`src/assert_macros.svh`:
```
// Assertion helpers for the fan controller. Every check is clocked on clk and
// is off while rst_n is low.
`ifndef ASSERT_MACROS_SVH
`define ASSERT_MACROS_SVH

`ifndef SYNTHESIS
// Consequent must hold in the same cycle as the antecedent.
`define DFC_ASSERT_SAME(name, ante, cons, msg) \
  name: assert property (@(posedge clk) disable iff (!rst_n) (ante) |-> (cons)) \
    else $error(msg);
// Consequent must hold in the cycle after the antecedent.
`define DFC_ASSERT_NEXT(name, ante, cons, msg) \
  name: assert property (@(posedge clk) disable iff (!rst_n) (ante) |=> (cons)) \
    else $error(msg);
`else
`define DFC_ASSERT_SAME(name, ante, cons, msg)
`define DFC_ASSERT_NEXT(name, ante, cons, msg)
`endif

`endif

```
`src/dfc_pkg.sv`:
```
`default_nettype none

package dfc_pkg;

  // Configuration register indexes.
  localparam logic [2:0] CFG_DAMP_FACTOR  = 3'd0;
  localparam logic [2:0] CFG_TEMP_FLOOR   = 3'd1;
  localparam logic [2:0] CFG_SPEED_GAIN   = 3'd2;
  localparam logic [2:0] CFG_TRAIL_TICKS  = 3'd3;
  localparam logic [2:0] CFG_SPINUP_TICKS = 3'd4;
  localparam logic [2:0] CFG_MINIMUM_DUTY = 3'd5;

  // Register values after reset.
  localparam logic [7:0] RST_DAMP_FACTOR  = 8'd10;
  localparam logic [9:0] RST_TEMP_FLOOR   = 10'd300;
  localparam logic [9:0] RST_SPEED_GAIN   = 10'd100;
  localparam logic [7:0] RST_TRAIL_TICKS  = 8'd50;
  localparam logic [7:0] RST_SPINUP_TICKS = 8'd15;
  localparam logic [7:0] RST_MINIMUM_DUTY = 8'd178;

  // Duty and demand limits.
  localparam logic [7:0] FULL_DUTY  = 8'd255;
  localparam logic [7:0] DEMAND_CAP = 8'd200;
  localparam logic [6:0] FAN_CAP    = 7'd100;

  // Division by 100 as a multiply by 5243 and a right shift by 19; exact for
  // dividends up to 25500.
  localparam logic [12:0] RECIP_100   = 13'd5243;
  localparam int          RECIP_SHIFT = 19;

  // Restoring divider: one quotient bit per cycle over a 20-bit dividend.
  localparam int DIV_STEPS = 20;

  typedef enum logic [3:0] {
    ST_IDLE,
    ST_FMUL,
    ST_FDIV,
    ST_XCHK,
    ST_XMUL,
    ST_XDIV,
    ST_XSAT,
    ST_MAP0,
    ST_REC0,
    ST_MAP1,
    ST_REC1,
    ST_UPD
  } dfc_state_t;

endpackage

`default_nettype wire

```
`src/dual_fan_temperature_control.sv`:
```
// Dual fan temperature controller. One input transfer is one control tick
// carrying a temperature sample and the two knob readings; it produces exactly
// one output transfer with both fan duties, the damped temperature and the
// combined demand. All multiplication and division runs through one shared
// multiplier and one restoring divider that yields a quotient bit per cycle,
// stepped by a small sequencer. Each tick divides by the averaging divisor,
// and by the range span only when there is cooling demand and a nonzero span.
// in_tready is low while a tick is worked on; a finished result sits in an
// output register, and the next tick is taken while it waits. Configuration
// is to be written through the cfg port only while idle; the block itself
// does not enforce this.
`default_nettype none

`include "assert_macros.svh"

module dual_fan_temperature_control
  import dfc_pkg::*;
(
  input  wire logic        clk,
  input  wire logic        rst_n,
  // Configuration write port.
  input  wire logic        cfg_we,
  input  wire logic [2:0]  cfg_addr,
  input  wire logic [9:0]  cfg_wdata,
  // Tick input stream.
  input  wire logic        in_tvalid,
  output logic             in_tready,
  input  wire logic [31:0] in_tdata,   // temp_sample[9:0], threshold_pot[17:10],
                                       // range_pot[25:18], zero fill
  // Result stream.
  output logic             out_tvalid,
  input  wire logic        out_tready,
  output logic [39:0]      out_tdata   // fan_one_duty[7:0], fan_two_duty[15:8],
                                       // damped_temp[25:16], demand_percent[33:26],
                                       // zero fill
);

  // Configuration registers.
  logic [7:0] damp_factor_r;
  logic [9:0] temp_floor_r;
  logic [9:0] speed_gain_r;
  logic [7:0] trail_ticks_r;
  logic [7:0] spinup_ticks_r;
  logic [7:0] minimum_duty_r;

  // Sequencer and tick state.
  dfc_state_t state_r, state_nxt;
  logic [9:0]  sample_r, sample_nxt;
  logic [6:0]  offset_r, offset_nxt;
  logic [6:0]  span_r, span_nxt;
  logic [9:0]  ft_r, ft_nxt;
  logic        seeded_r, seeded_nxt;
  logic [7:0]  demand_r, demand_nxt;
  logic [14:0] prod_r, prod_nxt;
  logic [7:0]  scaled_r [2];
  logic [7:0]  scaled_nxt [2];

  // Divider registers.
  logic [19:0] dvd_r, dvd_nxt;
  logic [7:0]  rem_r, rem_nxt;
  logic [7:0]  dvs_r, dvs_nxt;
  logic [4:0]  cnt_r, cnt_nxt;

  // Fan state.
  logic [7:0] duty_r [2];
  logic [7:0] duty_nxt [2];
  logic [7:0] spin_r [2];
  logic [7:0] spin_nxt [2];
  logic [7:0] trail_r [2];
  logic [7:0] trail_nxt [2];

  // Output register.
  logic        out_valid_r, out_valid_nxt;
  logic [39:0] out_data_r, out_data_nxt;

  // Shared multiplier and divider step.
  logic [14:0] mul_a;
  logic [12:0] mul_b;
  logic [27:0] mul_p;
  logic [8:0]  rem_sh;
  logic [8:0]  rem_sub;
  logic        q_bit;
  logic [19:0] dvd_step;
  logic [7:0]  rem_step;

  // Derived values.
  logic [7:0] div_s;
  logic [7:0] div_m1;
  logic [7:0] duty_span;
  logic [9:0] excess_s;
  logic [9:0] over_s;
  logic [6:0] pct [2];
  logic       in_xfer;

  assign in_xfer = in_tvalid && in_tready;

  assign in_tready  = (state_r == ST_IDLE);
  assign out_tvalid = out_valid_r;
  assign out_tdata  = out_data_r;

  // A damping divisor of zero behaves as one.
  assign div_s     = (damp_factor_r == 8'd0) ? 8'd1 : damp_factor_r;
  assign div_m1    = div_s - 8'd1;
  assign duty_span = FULL_DUTY - minimum_duty_r;

  // Excess over the minimum temperature, floored at zero, and the part above
  // the knob offset.
  assign excess_s = (ft_r > temp_floor_r) ? (ft_r - temp_floor_r) : 10'd0;
  assign over_s   = excess_s - {3'd0, offset_r};

  // Split of the demand between the two fans.
  assign pct[0] = (demand_r > {1'b0, FAN_CAP}) ? FAN_CAP : demand_r[6:0];
  assign pct[1] = (demand_r > {1'b0, FAN_CAP}) ? 7'(demand_r - {1'b0, FAN_CAP}) : 7'd0;

  // Shared multiplier; operands chosen by the sequencer state.
  always_comb begin
    mul_a = 15'd0;
    mul_b = 13'd0;
    case (state_r)
      ST_FMUL: begin
        mul_a = {5'd0, ft_r};
        mul_b = {5'd0, div_m1};
      end
      ST_XMUL: begin
        mul_a = {5'd0, over_s};
        mul_b = {3'd0, speed_gain_r};
      end
      ST_MAP0: begin
        mul_a = {8'd0, pct[0]};
        mul_b = {5'd0, duty_span};
      end
      ST_MAP1: begin
        mul_a = {8'd0, pct[1]};
        mul_b = {5'd0, duty_span};
      end
      ST_REC0, ST_REC1: begin
        mul_a = prod_r;
        mul_b = RECIP_100;
      end
      default: begin
        mul_a = 15'd0;
        mul_b = 13'd0;
      end
    endcase
  end

  assign mul_p = {13'd0, mul_a} * {15'd0, mul_b};

  // One restoring division step: shift in the next dividend bit and subtract
  // the divisor when it fits.
  assign rem_sh   = {rem_r, dvd_r[19]};
  assign rem_sub  = rem_sh - {1'b0, dvs_r};
  assign q_bit    = (rem_sh >= {1'b0, dvs_r});
  assign rem_step = q_bit ? rem_sub[7:0] : rem_sh[7:0];
  assign dvd_step = {dvd_r[18:0], q_bit};

  // Sequencer, datapath and fan update.
  always_comb begin
    state_nxt     = state_r;
    sample_nxt    = sample_r;
    offset_nxt    = offset_r;
    span_nxt      = span_r;
    ft_nxt        = ft_r;
    seeded_nxt    = seeded_r;
    demand_nxt    = demand_r;
    prod_nxt      = prod_r;
    dvd_nxt       = dvd_r;
    rem_nxt       = rem_r;
    dvs_nxt       = dvs_r;
    cnt_nxt       = cnt_r;
    out_valid_nxt = out_valid_r && !out_tready;
    out_data_nxt  = out_data_r;
    for (int k = 0; k < 2; k++) begin
      scaled_nxt[k] = scaled_r[k];
      duty_nxt[k]   = duty_r[k];
      spin_nxt[k]   = spin_r[k];
      trail_nxt[k]  = trail_r[k];
    end

    case (state_r)
      ST_IDLE: begin
        if (in_xfer) begin
          sample_nxt = in_tdata[9:0];
          offset_nxt = in_tdata[17:11];
          span_nxt   = in_tdata[25:19];
          // The first tick seeds the filter with its own sample.
          if (!seeded_r) begin
            ft_nxt     = in_tdata[9:0];
            seeded_nxt = 1'b1;
          end
          state_nxt = ST_FMUL;
        end
      end
      ST_FMUL: begin
        dvd_nxt   = mul_p[19:0] + {10'd0, sample_r};
        dvs_nxt   = div_s;
        rem_nxt   = 8'd0;
        cnt_nxt   = 5'd0;
        state_nxt = ST_FDIV;
      end
      ST_FDIV: begin
        dvd_nxt = dvd_step;
        rem_nxt = rem_step;
        cnt_nxt = cnt_r + 5'd1;
        if (cnt_r == 5'(DIV_STEPS - 1)) begin
          ft_nxt    = dvd_step[9:0];
          state_nxt = ST_XCHK;
        end
      end
      ST_XCHK: begin
        demand_nxt = 8'd0;
        state_nxt  = ST_MAP0;
        if (excess_s > {3'd0, offset_r}) begin
          if (span_r == 7'd0) begin
            // No span: any excess saturates the demand unless gain is zero.
            demand_nxt = (speed_gain_r == 10'd0) ? 8'd0 : DEMAND_CAP;
          end else begin
            state_nxt = ST_XMUL;
          end
        end
      end
      ST_XMUL: begin
        dvd_nxt   = mul_p[19:0];
        dvs_nxt   = {1'b0, span_r};
        rem_nxt   = 8'd0;
        cnt_nxt   = 5'd0;
        state_nxt = ST_XDIV;
      end
      ST_XDIV: begin
        dvd_nxt = dvd_step;
        rem_nxt = rem_step;
        cnt_nxt = cnt_r + 5'd1;
        if (cnt_r == 5'(DIV_STEPS - 1)) begin
          state_nxt = ST_XSAT;
        end
      end
      ST_XSAT: begin
        demand_nxt = (dvd_r > {12'd0, DEMAND_CAP}) ? DEMAND_CAP : dvd_r[7:0];
        state_nxt  = ST_MAP0;
      end
      ST_MAP0: begin
        prod_nxt  = mul_p[14:0];
        state_nxt = ST_REC0;
      end
      ST_REC0: begin
        scaled_nxt[0] = mul_p[RECIP_SHIFT +: 8];
        state_nxt     = ST_MAP1;
      end
      ST_MAP1: begin
        prod_nxt  = mul_p[14:0];
        state_nxt = ST_REC1;
      end
      ST_REC1: begin
        scaled_nxt[1] = mul_p[RECIP_SHIFT +: 8];
        state_nxt     = ST_UPD;
      end
      ST_UPD: begin
        // Wait here only while the previous result has not been taken.
        if (!out_valid_r || out_tready) begin
          for (int k = 0; k < 2; k++) begin
            if (spin_r[k] != 8'd0) begin
              spin_nxt[k] = spin_r[k] - 8'd1;
            end else if (pct[k] == 7'd0) begin
              if (trail_r[k] != 8'd0) begin
                trail_nxt[k] = trail_r[k] - 8'd1;
              end else begin
                duty_nxt[k] = 8'd0;
              end
            end else begin
              trail_nxt[k] = trail_ticks_r;
              if (duty_r[k] == 8'd0) begin
                // Start from stop: full-duty burst.
                spin_nxt[k] = spinup_ticks_r;
                duty_nxt[k] = FULL_DUTY;
              end else begin
                duty_nxt[k] = minimum_duty_r + scaled_r[k];
              end
            end
          end
          out_valid_nxt = 1'b1;
          out_data_nxt  = {6'd0, demand_r, ft_r, duty_nxt[1], duty_nxt[0]};
          state_nxt     = ST_IDLE;
        end
      end
      default: begin
        state_nxt = ST_IDLE;
      end
    endcase
  end

  // Configuration registers.
  always_ff @(posedge clk) begin
    if (!rst_n) begin
      damp_factor_r  <= RST_DAMP_FACTOR;
      temp_floor_r   <= RST_TEMP_FLOOR;
      speed_gain_r   <= RST_SPEED_GAIN;
      trail_ticks_r  <= RST_TRAIL_TICKS;
      spinup_ticks_r <= RST_SPINUP_TICKS;
      minimum_duty_r <= RST_MINIMUM_DUTY;
    end else if (cfg_we) begin
      case (cfg_addr)
        CFG_DAMP_FACTOR:  damp_factor_r  <= cfg_wdata[7:0];
        CFG_TEMP_FLOOR:   temp_floor_r   <= cfg_wdata;
        CFG_SPEED_GAIN:   speed_gain_r   <= cfg_wdata;
        CFG_TRAIL_TICKS:  trail_ticks_r  <= cfg_wdata[7:0];
        CFG_SPINUP_TICKS: spinup_ticks_r <= cfg_wdata[7:0];
        CFG_MINIMUM_DUTY: minimum_duty_r <= cfg_wdata[7:0];
        default: ;
      endcase
    end
  end

  // Control state and tick state.
  always_ff @(posedge clk) begin
    if (!rst_n) begin
      state_r     <= ST_IDLE;
      ft_r        <= 10'd0;
      seeded_r    <= 1'b0;
      out_valid_r <= 1'b0;
      for (int k = 0; k < 2; k++) begin
        duty_r[k]  <= 8'd0;
        spin_r[k]  <= 8'd0;
        trail_r[k] <= 8'd0;
      end
    end else begin
      state_r     <= state_nxt;
      ft_r        <= ft_nxt;
      seeded_r    <= seeded_nxt;
      out_valid_r <= out_valid_nxt;
      for (int k = 0; k < 2; k++) begin
        duty_r[k]  <= duty_nxt[k];
        spin_r[k]  <= spin_nxt[k];
        trail_r[k] <= trail_nxt[k];
      end
    end
  end

  // Payload and divider registers.
  always_ff @(posedge clk) begin
    sample_r   <= sample_nxt;
    offset_r   <= offset_nxt;
    span_r     <= span_nxt;
    demand_r   <= demand_nxt;
    prod_r     <= prod_nxt;
    dvd_r      <= dvd_nxt;
    rem_r      <= rem_nxt;
    dvs_r      <= dvs_nxt;
    cnt_r      <= cnt_nxt;
    out_data_r <= out_data_nxt;
    for (int k = 0; k < 2; k++) begin
      scaled_r[k] <= scaled_nxt[k];
    end
  end

  // Checks.
  `DFC_ASSERT_NEXT(a_accept_starts_filter, in_xfer, (state_r == ST_FMUL) && seeded_r, "no filter start")
  `DFC_ASSERT_SAME(a_demand_capped, out_tvalid, out_tdata[33:26] <= DEMAND_CAP, "demand above cap")
  `DFC_ASSERT_SAME(a_spin_full_duty0, spin_r[0] != 8'd0, duty_r[0] == FULL_DUTY, "fan one spin-up")
  `DFC_ASSERT_SAME(a_spin_full_duty1, spin_r[1] != 8'd0, duty_r[1] == FULL_DUTY, "fan two spin-up")

endmodule

`default_nettype wire

```
`config.mk`:
```
export PLATFORM = sky130hd
export DESIGN_NAME = dual_fan_temperature_control
export DESIGN_NICKNAME = d
export VERILOG_FILES = /design/src/dfc_pkg.sv /design/src/dual_fan_temperature_control.sv
export VERILOG_INCLUDE_DIRS = /design/src /design/src/src
export SDC_FILE = /design/constraint.sdc
export NUM_CORES = 1
export LEC_CHECK = 0
export BUFFER_PORTS_ARGS = -buffer_cell sky130_fd_sc_hd__buf_2
export CORE_ASPECT_RATIO = 0.8
export CORE_MARGIN = 4
export CORE_UTILIZATION = 45
export CTS_BUF_LIST = sky130_fd_sc_hd__clkbuf_2
export CTS_CLUSTER_DIAMETER = 40
export DETAILED_ROUTE_END_ITERATION = 6
export PLACE_DENSITY = 0.65
export SKIP_LAST_GASP = 1
export SLEW_MARGIN = 0
export SYNTH_ARGS = -nofsm -noshare
export SYNTH_HDL_FRONTEND = slang
export SYNTH_SLANG_ARGS = --single-unit
```
`constraint.sdc`:
```
create_clock -name clk -period 14.2 [get_ports clk]
set_clock_uncertainty 0.15 [all_clocks]
set_input_delay 2.13 -clock clk [delete_from_list [all_inputs] [get_ports clk]]
set_output_delay 2.13 -clock clk [all_outputs]
set_load 0.03 [all_outputs]
```
## Word level (Yosys, flattened, before mapping)

Memories as Yosys holds them, arrays and structs flattened.
Index checks and enable logic that the tools add are counted.

| cells by class | value |
|---|---|
| add/sub/neg operators | 14 |
| multiply operators | 1 |
| $lt $le $gt $ge | 5 |
| eq/ne operators | 22 |
| muxes and demuxes | 65 |
| bitwise operators | 6 |
| reduce and logical (&&, ||, !) cells | 37 |

Operators with widths:

| kind | number |
|---|---|
| 8-bit two-way mux | 34 |
| 16-bit two-way mux | 6 |
| 15-bit case mux with 5 select lines | 1 |
| 20-bit case mux with 3 select lines | 1 |
| 13-bit case mux with 4 select lines | 1 |
| 4-bit case mux with 12 select lines | 1 |
| 8-bit case mux with 2 select lines | 3 |
| 10-bit two-way mux | 4 |
| 8-bit by 1-bit subtractor with 8-bit output (second input constant) | 5 |
| 8-bit nonzero test | 4 |
| 15-bit by 13-bit multiplier with 27-bit output | 1 |
| 8-bit zero test | 3 |
| 7-bit zero test | 3 |
| 20-bit by 10-bit adder with 20-bit output | 1 |
| 20-bit by 8-bit > comparator with 1-bit output (second input constant) | 1 |
| 10-bit case mux with 2 select lines | 1 |
| 8-bit adder | 2 |
| 4-bit by 3-bit == test with 1-bit output (second input constant) | 4 |
| 4-bit == test (second input constant) | 4 |
| 4-bit two-way mux | 4 |
| 2-bit AND reduction | 8 |
| 7-bit two-way mux | 2 |
| 10-bit > comparator | 1 |
| 10-bit by 7-bit > comparator with 1-bit output | 1 |
| 30 further kinds | 54 |

| storage, ports and cells | value |
|---|---|
| bits in registers | 190 |
| RAM bits | 64 |
| word-level logic and storage cells | 174 |
| memories | 4 |

Memories:

| memory | depth | width | rd ports | clocked after memory_dff | wr ports | line | text |
|---|---|---|---|---|---|---|---|
| duty_r | 2 | 8 | 2 | 0 | 2 | dual_fan_temperature_control.sv:65 | `logic [7:0] duty_r [2];` |
| scaled_r | 2 | 8 | 2 | 0 | 2 | dual_fan_temperature_control.sv:55 | `logic [7:0] scaled_r [2];` |
| spin_r | 2 | 8 | 2 | 0 | 2 | dual_fan_temperature_control.sv:67 | `logic [7:0] spin_r [2];` |
| trail_r | 2 | 8 | 2 | 0 | 2 | dual_fan_temperature_control.sv:69 | `logic [7:0] trail_r [2];` |

## Longest topological paths before layout

| depth | value |
|---|---|
| depth after elaboration | 8 |
| mapped depth | 41 |
| depth with buffers taken out | 41 |

## Least setup slack after synthesis

OpenSTA, ideal clock, no wires.

| timing | value |
|---|---|
| path type | flip-flop to flip-flop |
| from | register ft_r[0] |
| to | register dvd_r[19], data pin |
| library setup time | 0.259 ns |
| arrival | 8.886 ns |
| required time | 13.791 ns |
| slack | 4.905 ns |
| cell stages (with the launch flop) | 38 |
| buffers on the path | 1 |
| period minus slack after synthesis | 9.295 ns |
| cells stage by stage | dfxtp_1 > inv_1 > ha_1 > inv_1 > fa_1 > a21o_1 > a221oi_1 > nor2_1 > o22a_1 > nand2b_1 > ha_1 > inv_1 > fa_1 > a21o_1 > a21oi_1 > o21bai_1 > a221oi_1 > a21bo_2 > [... 2 more ...] > fa_1 > fa_1 > inv_1 > fa_1 > fa_1 > inv_1 > fa_1 > inv_1 > ha_1 > buf_4 > a21o_1 > a211o_1 > a311o_1 > o211ai_1 > nand3b_1 > nor4_4 > a31oi_1 > a211o_1 |

| between the ends | value |
|---|---|
| longest elaborated chain between the ends | 7 |
| elaborated cells on any way between the ends | 8 |
| classes of those cells | 3 x add/sub; 1 x mul; 1 x order compare; 3 x mux |

RTL lines:

| item | line | text |
|---|---|---|
| from (decl) | dual_fan_temperature_control.sv:51 | `logic [9:0] ft_r, ft_nxt;` |
| from (signal assigned) | dual_fan_temperature_control.sv:327 | `ft_r <= ft_nxt;` |
| 10-bit subtractor / 10-bit > comparator (equally long branches) | dual_fan_temperature_control.sv:108 | `assign excess_s = (ft_r > temp_floor_r) ? (ft_r - temp_floor_r) : 10'd0;` |
| 10-bit two-way mux | dual_fan_temperature_control.sv:108 |  |
| 10-bit by 7-bit subtractor with 10-bit output | dual_fan_temperature_control.sv:109 | `assign over_s = excess_s - {3'd0, offset_r};` |
| 15-bit case mux with 5 select lines (*) | dual_fan_temperature_control.sv:119 | `case (state_r)` |
| 15-bit by 13-bit multiplier with 27-bit output (*) | dual_fan_temperature_control.sv:147 | `assign mul_p = {13'd0, mul_a} * {15'd0, mul_b};` |
| 20-bit by 10-bit adder with 20-bit output | dual_fan_temperature_control.sv:195 | `dvd_nxt = mul_p[19:0] + {10'd0, sample_r};` |
| 20-bit case mux with 3 select lines (*) | dual_fan_temperature_control.sv:180 | `case (state_r)` |
| named net dvd_nxt[19] | dual_fan_temperature_control.sv:59 | `logic [19:0] dvd_r, dvd_nxt;` |
| to (signal assigned) | dual_fan_temperature_control.sv:345 | `dvd_r <= dvd_nxt;` |
| to (decl) | dual_fan_temperature_control.sv:59 |  |

The timed path passes the listed nets; every way through them passes the cells marked *.
A chain may end at the register's enable or synchronous reset.

## Worst setup path in the final report

| timing | value |
|---|---|
| from | register ft_r[0] |
| to | register dvd_r[18], data pin |

| between the ends | value |
|---|---|
| longest elaborated chain between the ends | 7 |
| elaborated cells on any way between the ends | 8 |
| classes of those cells | 3 x add/sub; 1 x mul; 1 x order compare; 3 x mux |

RTL lines:

| item | line | text |
|---|---|---|
| 10-bit subtractor / 10-bit > comparator (equally long branches) | dual_fan_temperature_control.sv:108 |  |
| 10-bit two-way mux | dual_fan_temperature_control.sv:108 |  |
| 10-bit by 7-bit subtractor with 10-bit output | dual_fan_temperature_control.sv:109 |  |
| 15-bit case mux with 5 select lines (*) | dual_fan_temperature_control.sv:119 |  |
| 15-bit by 13-bit multiplier with 27-bit output (*) | dual_fan_temperature_control.sv:147 |  |
| named net mul_p[9] | dual_fan_temperature_control.sv:79 | `logic [27:0] mul_p;` |
| 20-bit by 10-bit adder with 20-bit output (*) | dual_fan_temperature_control.sv:195 |  |
| 20-bit case mux with 3 select lines (*) | dual_fan_temperature_control.sv:180 |  |
| named net dvd_nxt[18] | dual_fan_temperature_control.sv:59 |  |

Marked as above.

==> summary.md <==
| Metric | Value |
|---|---|
| DRT antenna net count | `0` |
| Drt total wl | `53110 um` |
| Die Height | `slightly below 200 um` |
| Status | `complete, no violations` |
| Global-route wire length before repair | `approximately 85000 um` |
| Largest net degree at the start of global routing | `75` |
| Commonest non-fill, non-tap cells in the layout | `nand2_1 (279), inv_1 (260), nor2_1 (159)` |
| Commonest non-fill, non-tap cell in the layout | `nand2_1` |
| Most frequently used flop master after synthesis | `edfxtp_1` |
| Gp weighted congestion | `around 0.94` |
| WP data required | `roughly 15 ns` |
| TritonRoute pass-1 iters | `6` |
| Total of max-cap violations | `0` |
| Hold crit path type | `reg -> reg` |
| CTS tree | `yes` |
| Max Fclk | `0.09249 GHz` |
| Yosys warnings | `0` |
| Min Tclk post-route | `~11 ns` |
| Vias in the first global route | `~15000` |
| Gr usage total | `a little under a quarter` |
| Area of the core | `approximately 0.042 mm2` |
| Worst-skew pair later-pin latency | `approximately 1 ns` |
| P per Cell Area | `about 120 mW/mm2` |
| Sinks on the clock net | `254` |
| Layout cells sized above 1 | `10.22%` |
| Adder-Cell Fraction of Synth Area | `between 20 and 25%` |
| Layout area overhead | `8.358%` |
| # hold bufs at CTS | `0` |
| Die area | `between 0.04 and 0.05 mm2` |
| Post-Syn Area | `approximately 0.02 mm2` |
| Post-synth EDFFs | `between 100 and 150` |
| I/O Buffers | `77` |
| Drt wl/cell | `18.62 um` |
| Final hold violations | `0` |
| Syn Area/Cell | `about 9.1 um2` |
| Via density | `5.592` |
| CTS root buffer | `clkbuf_2` |
| Post-Syn Instances | `2140` |
| Mux cell area share after synthesis | `about 1.1%` |
| Synth Area in Compound Gates | `between 10% and 20%` |
| Type of the worst setup path | `reg -> reg` |
| RSZ-0062 raised after global routing | `false` |
| Slowest CP cell | `a31oi_1` |
| Worst slew margin | `around a fifth` |
| Worst stage delay on the critical path | `0.63 ns` |
| Util after Layout | `between 40 and 50%` |
| Vias | `~16000` |
| Fin nets | `2575` |
| Max Transition Viols Final | `0` |
| Worst-margin pin slew | `approximately 1.2 ns` |
| CTS Buf Count | `68` |
| I/O pin total | `between 90 and 100` |
| Initial antenna violation count | `3` |
| Synth Area in XOR/XNOR | `under 10%` |
| Fillers | `roughly 4000` |
| # H-tree levels | `3` |
| Synth unique cells | `90` |
| Post_cts resized | `0` |
| Main combinational cell family by area after synthesis | `adder cells` |
| DRC | `0` |
| Clock buffer depth | `3` |
| Synth Register Bits | `approximately 250` |
| Crit start category | `flip-flop` |
| Crit Path Max Fanout | `10` |
| Post-synthesis sequential area ratio | `~33%` |
| # Post-CTS Setup Buffers | `0` |
| Standard-cell rows | `between 60 and 70` |
| Initial Utilization | `between 40 and 50%` |
| Static Leak | `~0.0091 uW` |
| Worst EP arrival | `11.34 ns` |
| Die X-Extent | `roughly 240 um` |
| GRT overflow | `0` |
| Worst-case vdd ir drop | `roughly 68 uV` |
| HPWL Detailed | `around 41000 um` |
| Final worst-path cycle share | `between 70 and 80%` |
| # setup viols final | `0` |
| Sum Neg Setup Slack | `0 ns` |
| Simple-gate area share of the yosys netlist | `roughly 18%` |
| Clk slew on worst S/H paths | `approximately 0.10 ns` |
| FFs w/ async S/R, synth | `0%` |
| Crit. End Element | `flip-flop` |
| DR iter-0 viols | `about 1400` |
-- path summary, 6_finish.rpt --
check                                                  start  cells past startpoint                           end  slack, ns
worst max-delay path                    ft_r[0]$_SDFFE_PN0P_                     38           dvd_r[18]$_DFFE_PP_       3.39
worst min-delay path            temp_floor_r[1]$_SDFFE_PN0P_                      2  temp_floor_r[1]$_SDFFE_PN0P_       0.31
worst max register to register          ft_r[0]$_SDFFE_PN0P_                     38           dvd_r[18]$_DFFE_PP_       3.39
worst min register to register  temp_floor_r[1]$_SDFFE_PN0P_                      2  temp_floor_r[1]$_SDFFE_PN0P_       0.31
-- per-layer routing --
| layer | vias up | track usage, % | wire length, um |
|---|---|---|---|
| li1 | 7611 | - | - |
| met1 | 7689 | 33.93 | 24420 |
| met2 | 567 | 33.98 | 23240 |
| met3 | 82 | 5.262 | 4409 |
| met4 | 4 | 5.662 | 1007 |
| met5 | - | 0 | 27 |
-- cells in the mapped netlist (14+ instances only) --
| cell type | instances | area share (%) |
|---|---|---|
| dfxtp_1 | 116 | 12 |
| clkbuf_1 | 59 | 1.1 |
| a22oi_1 | 14 | 0.54 |
| nor2_1 | 159 | 3.1 |
| ha_1 | 141 | 9.1 |
| a21oi_1 | 139 | 3.6 |
| nand2_1 | 279 | 5.4 |
| o211ai_1 | 20 | 0.77 |
| nand2b_1 | 26 | 0.83 |
| o21ai_0 | 78 | 2.0 |
| fa_1 | 134 | 14 |
| xnor2_1 | 46 | 2.1 |
| edfxtp_1 | 138 | 21 |
| inv_1 | 262 | 5.0 |
| mux2i_1 | 21 | 1.1 |
| and2_1 | 48 | 1.5 |
| nor2b_1 | 33 | 1.1 |
| nand3_1 | 46 | 1.2 |
| a211oi_1 | 21 | 0.81 |
| a31oi_1 | 19 | 0.61 |
| nor3_1 | 45 | 1.2 |
| nor4_1 | 19 | 0.61 |
| o21a_1 | 16 | 0.62 |
| xor2_1 | 23 | 1.0 |
| a21o_1 | 27 | 1.0 |
-- power by group --
group	switching, uW	internal (uW)
registers	114	928
clock network	327	232
logic	612	347
total	1050	1510
-- sequential cells by signal (all words and copies together), names as in the netlist, 10 cells and up --
register,count
out_tdata,34
scaled_r,16
dvd_r,20
trail_r,16
prod_r,15
sample_r,10
temp_floor_r,10
speed_gain_r,10
duty_r,16
ft_r,10
spin_r,16
-- per-stage QoR --
step                instances  worst slack (ns)  hold WS, ns  power [uW]  instance area (um2)
floorplan                2164             4.905       0.2744        1694                19580
finish                   2853             3.388       0.3097        2561                21120
CTS                      2852             3.411       0.3112        2564                21120
detailed placement       2732             3.456       0.2970        1996                20460
global route             2853             2.816       0.3366        2735                21120
global placement         2732             3.629       0.2948        1976                20460
-- cell type report --
type / count / area (um2) / area share (%)
clock buffers: 92 / 460.4 / 2.180
flip-flops and latches: 254 / 6466 / 30.62
well taps: 552 / 690.7 / 3.270
multi-input cells: 1573 / 11830 / 56.01
inverters: 262 / 983.4 / 4.656
clock inverters: 28 / 197.7 / 0.9360
repair buffers: 91 / 490.5 / 2.322
diodes: 1 / 2.502 / 0.01185
-- kinds of logic after synthesis --
| family | after synthesis |
|---|---|
| mux | 21 |
| other cells | 2 |
| simple gates | 728 |
| fa+ha+maj | 275 |
| buf+inv | 337 |
| xor+xnor | 69 |
| compound gates | 454 |
| flops | 254 |
-- worst max-delay path: cells and delay by family (launching register included) --
family | cells | cell delay (ns)
flops | 1 | 0.43
compound gates | 13 | 3.74
xor+xnor | 2 | 0.57
simple gates | 5 | 0.81
fa+ha+maj | 11 | 4.42
buf+inv | 7 | 0.44
Note: power is estimated with default switching activity, not from simulation.
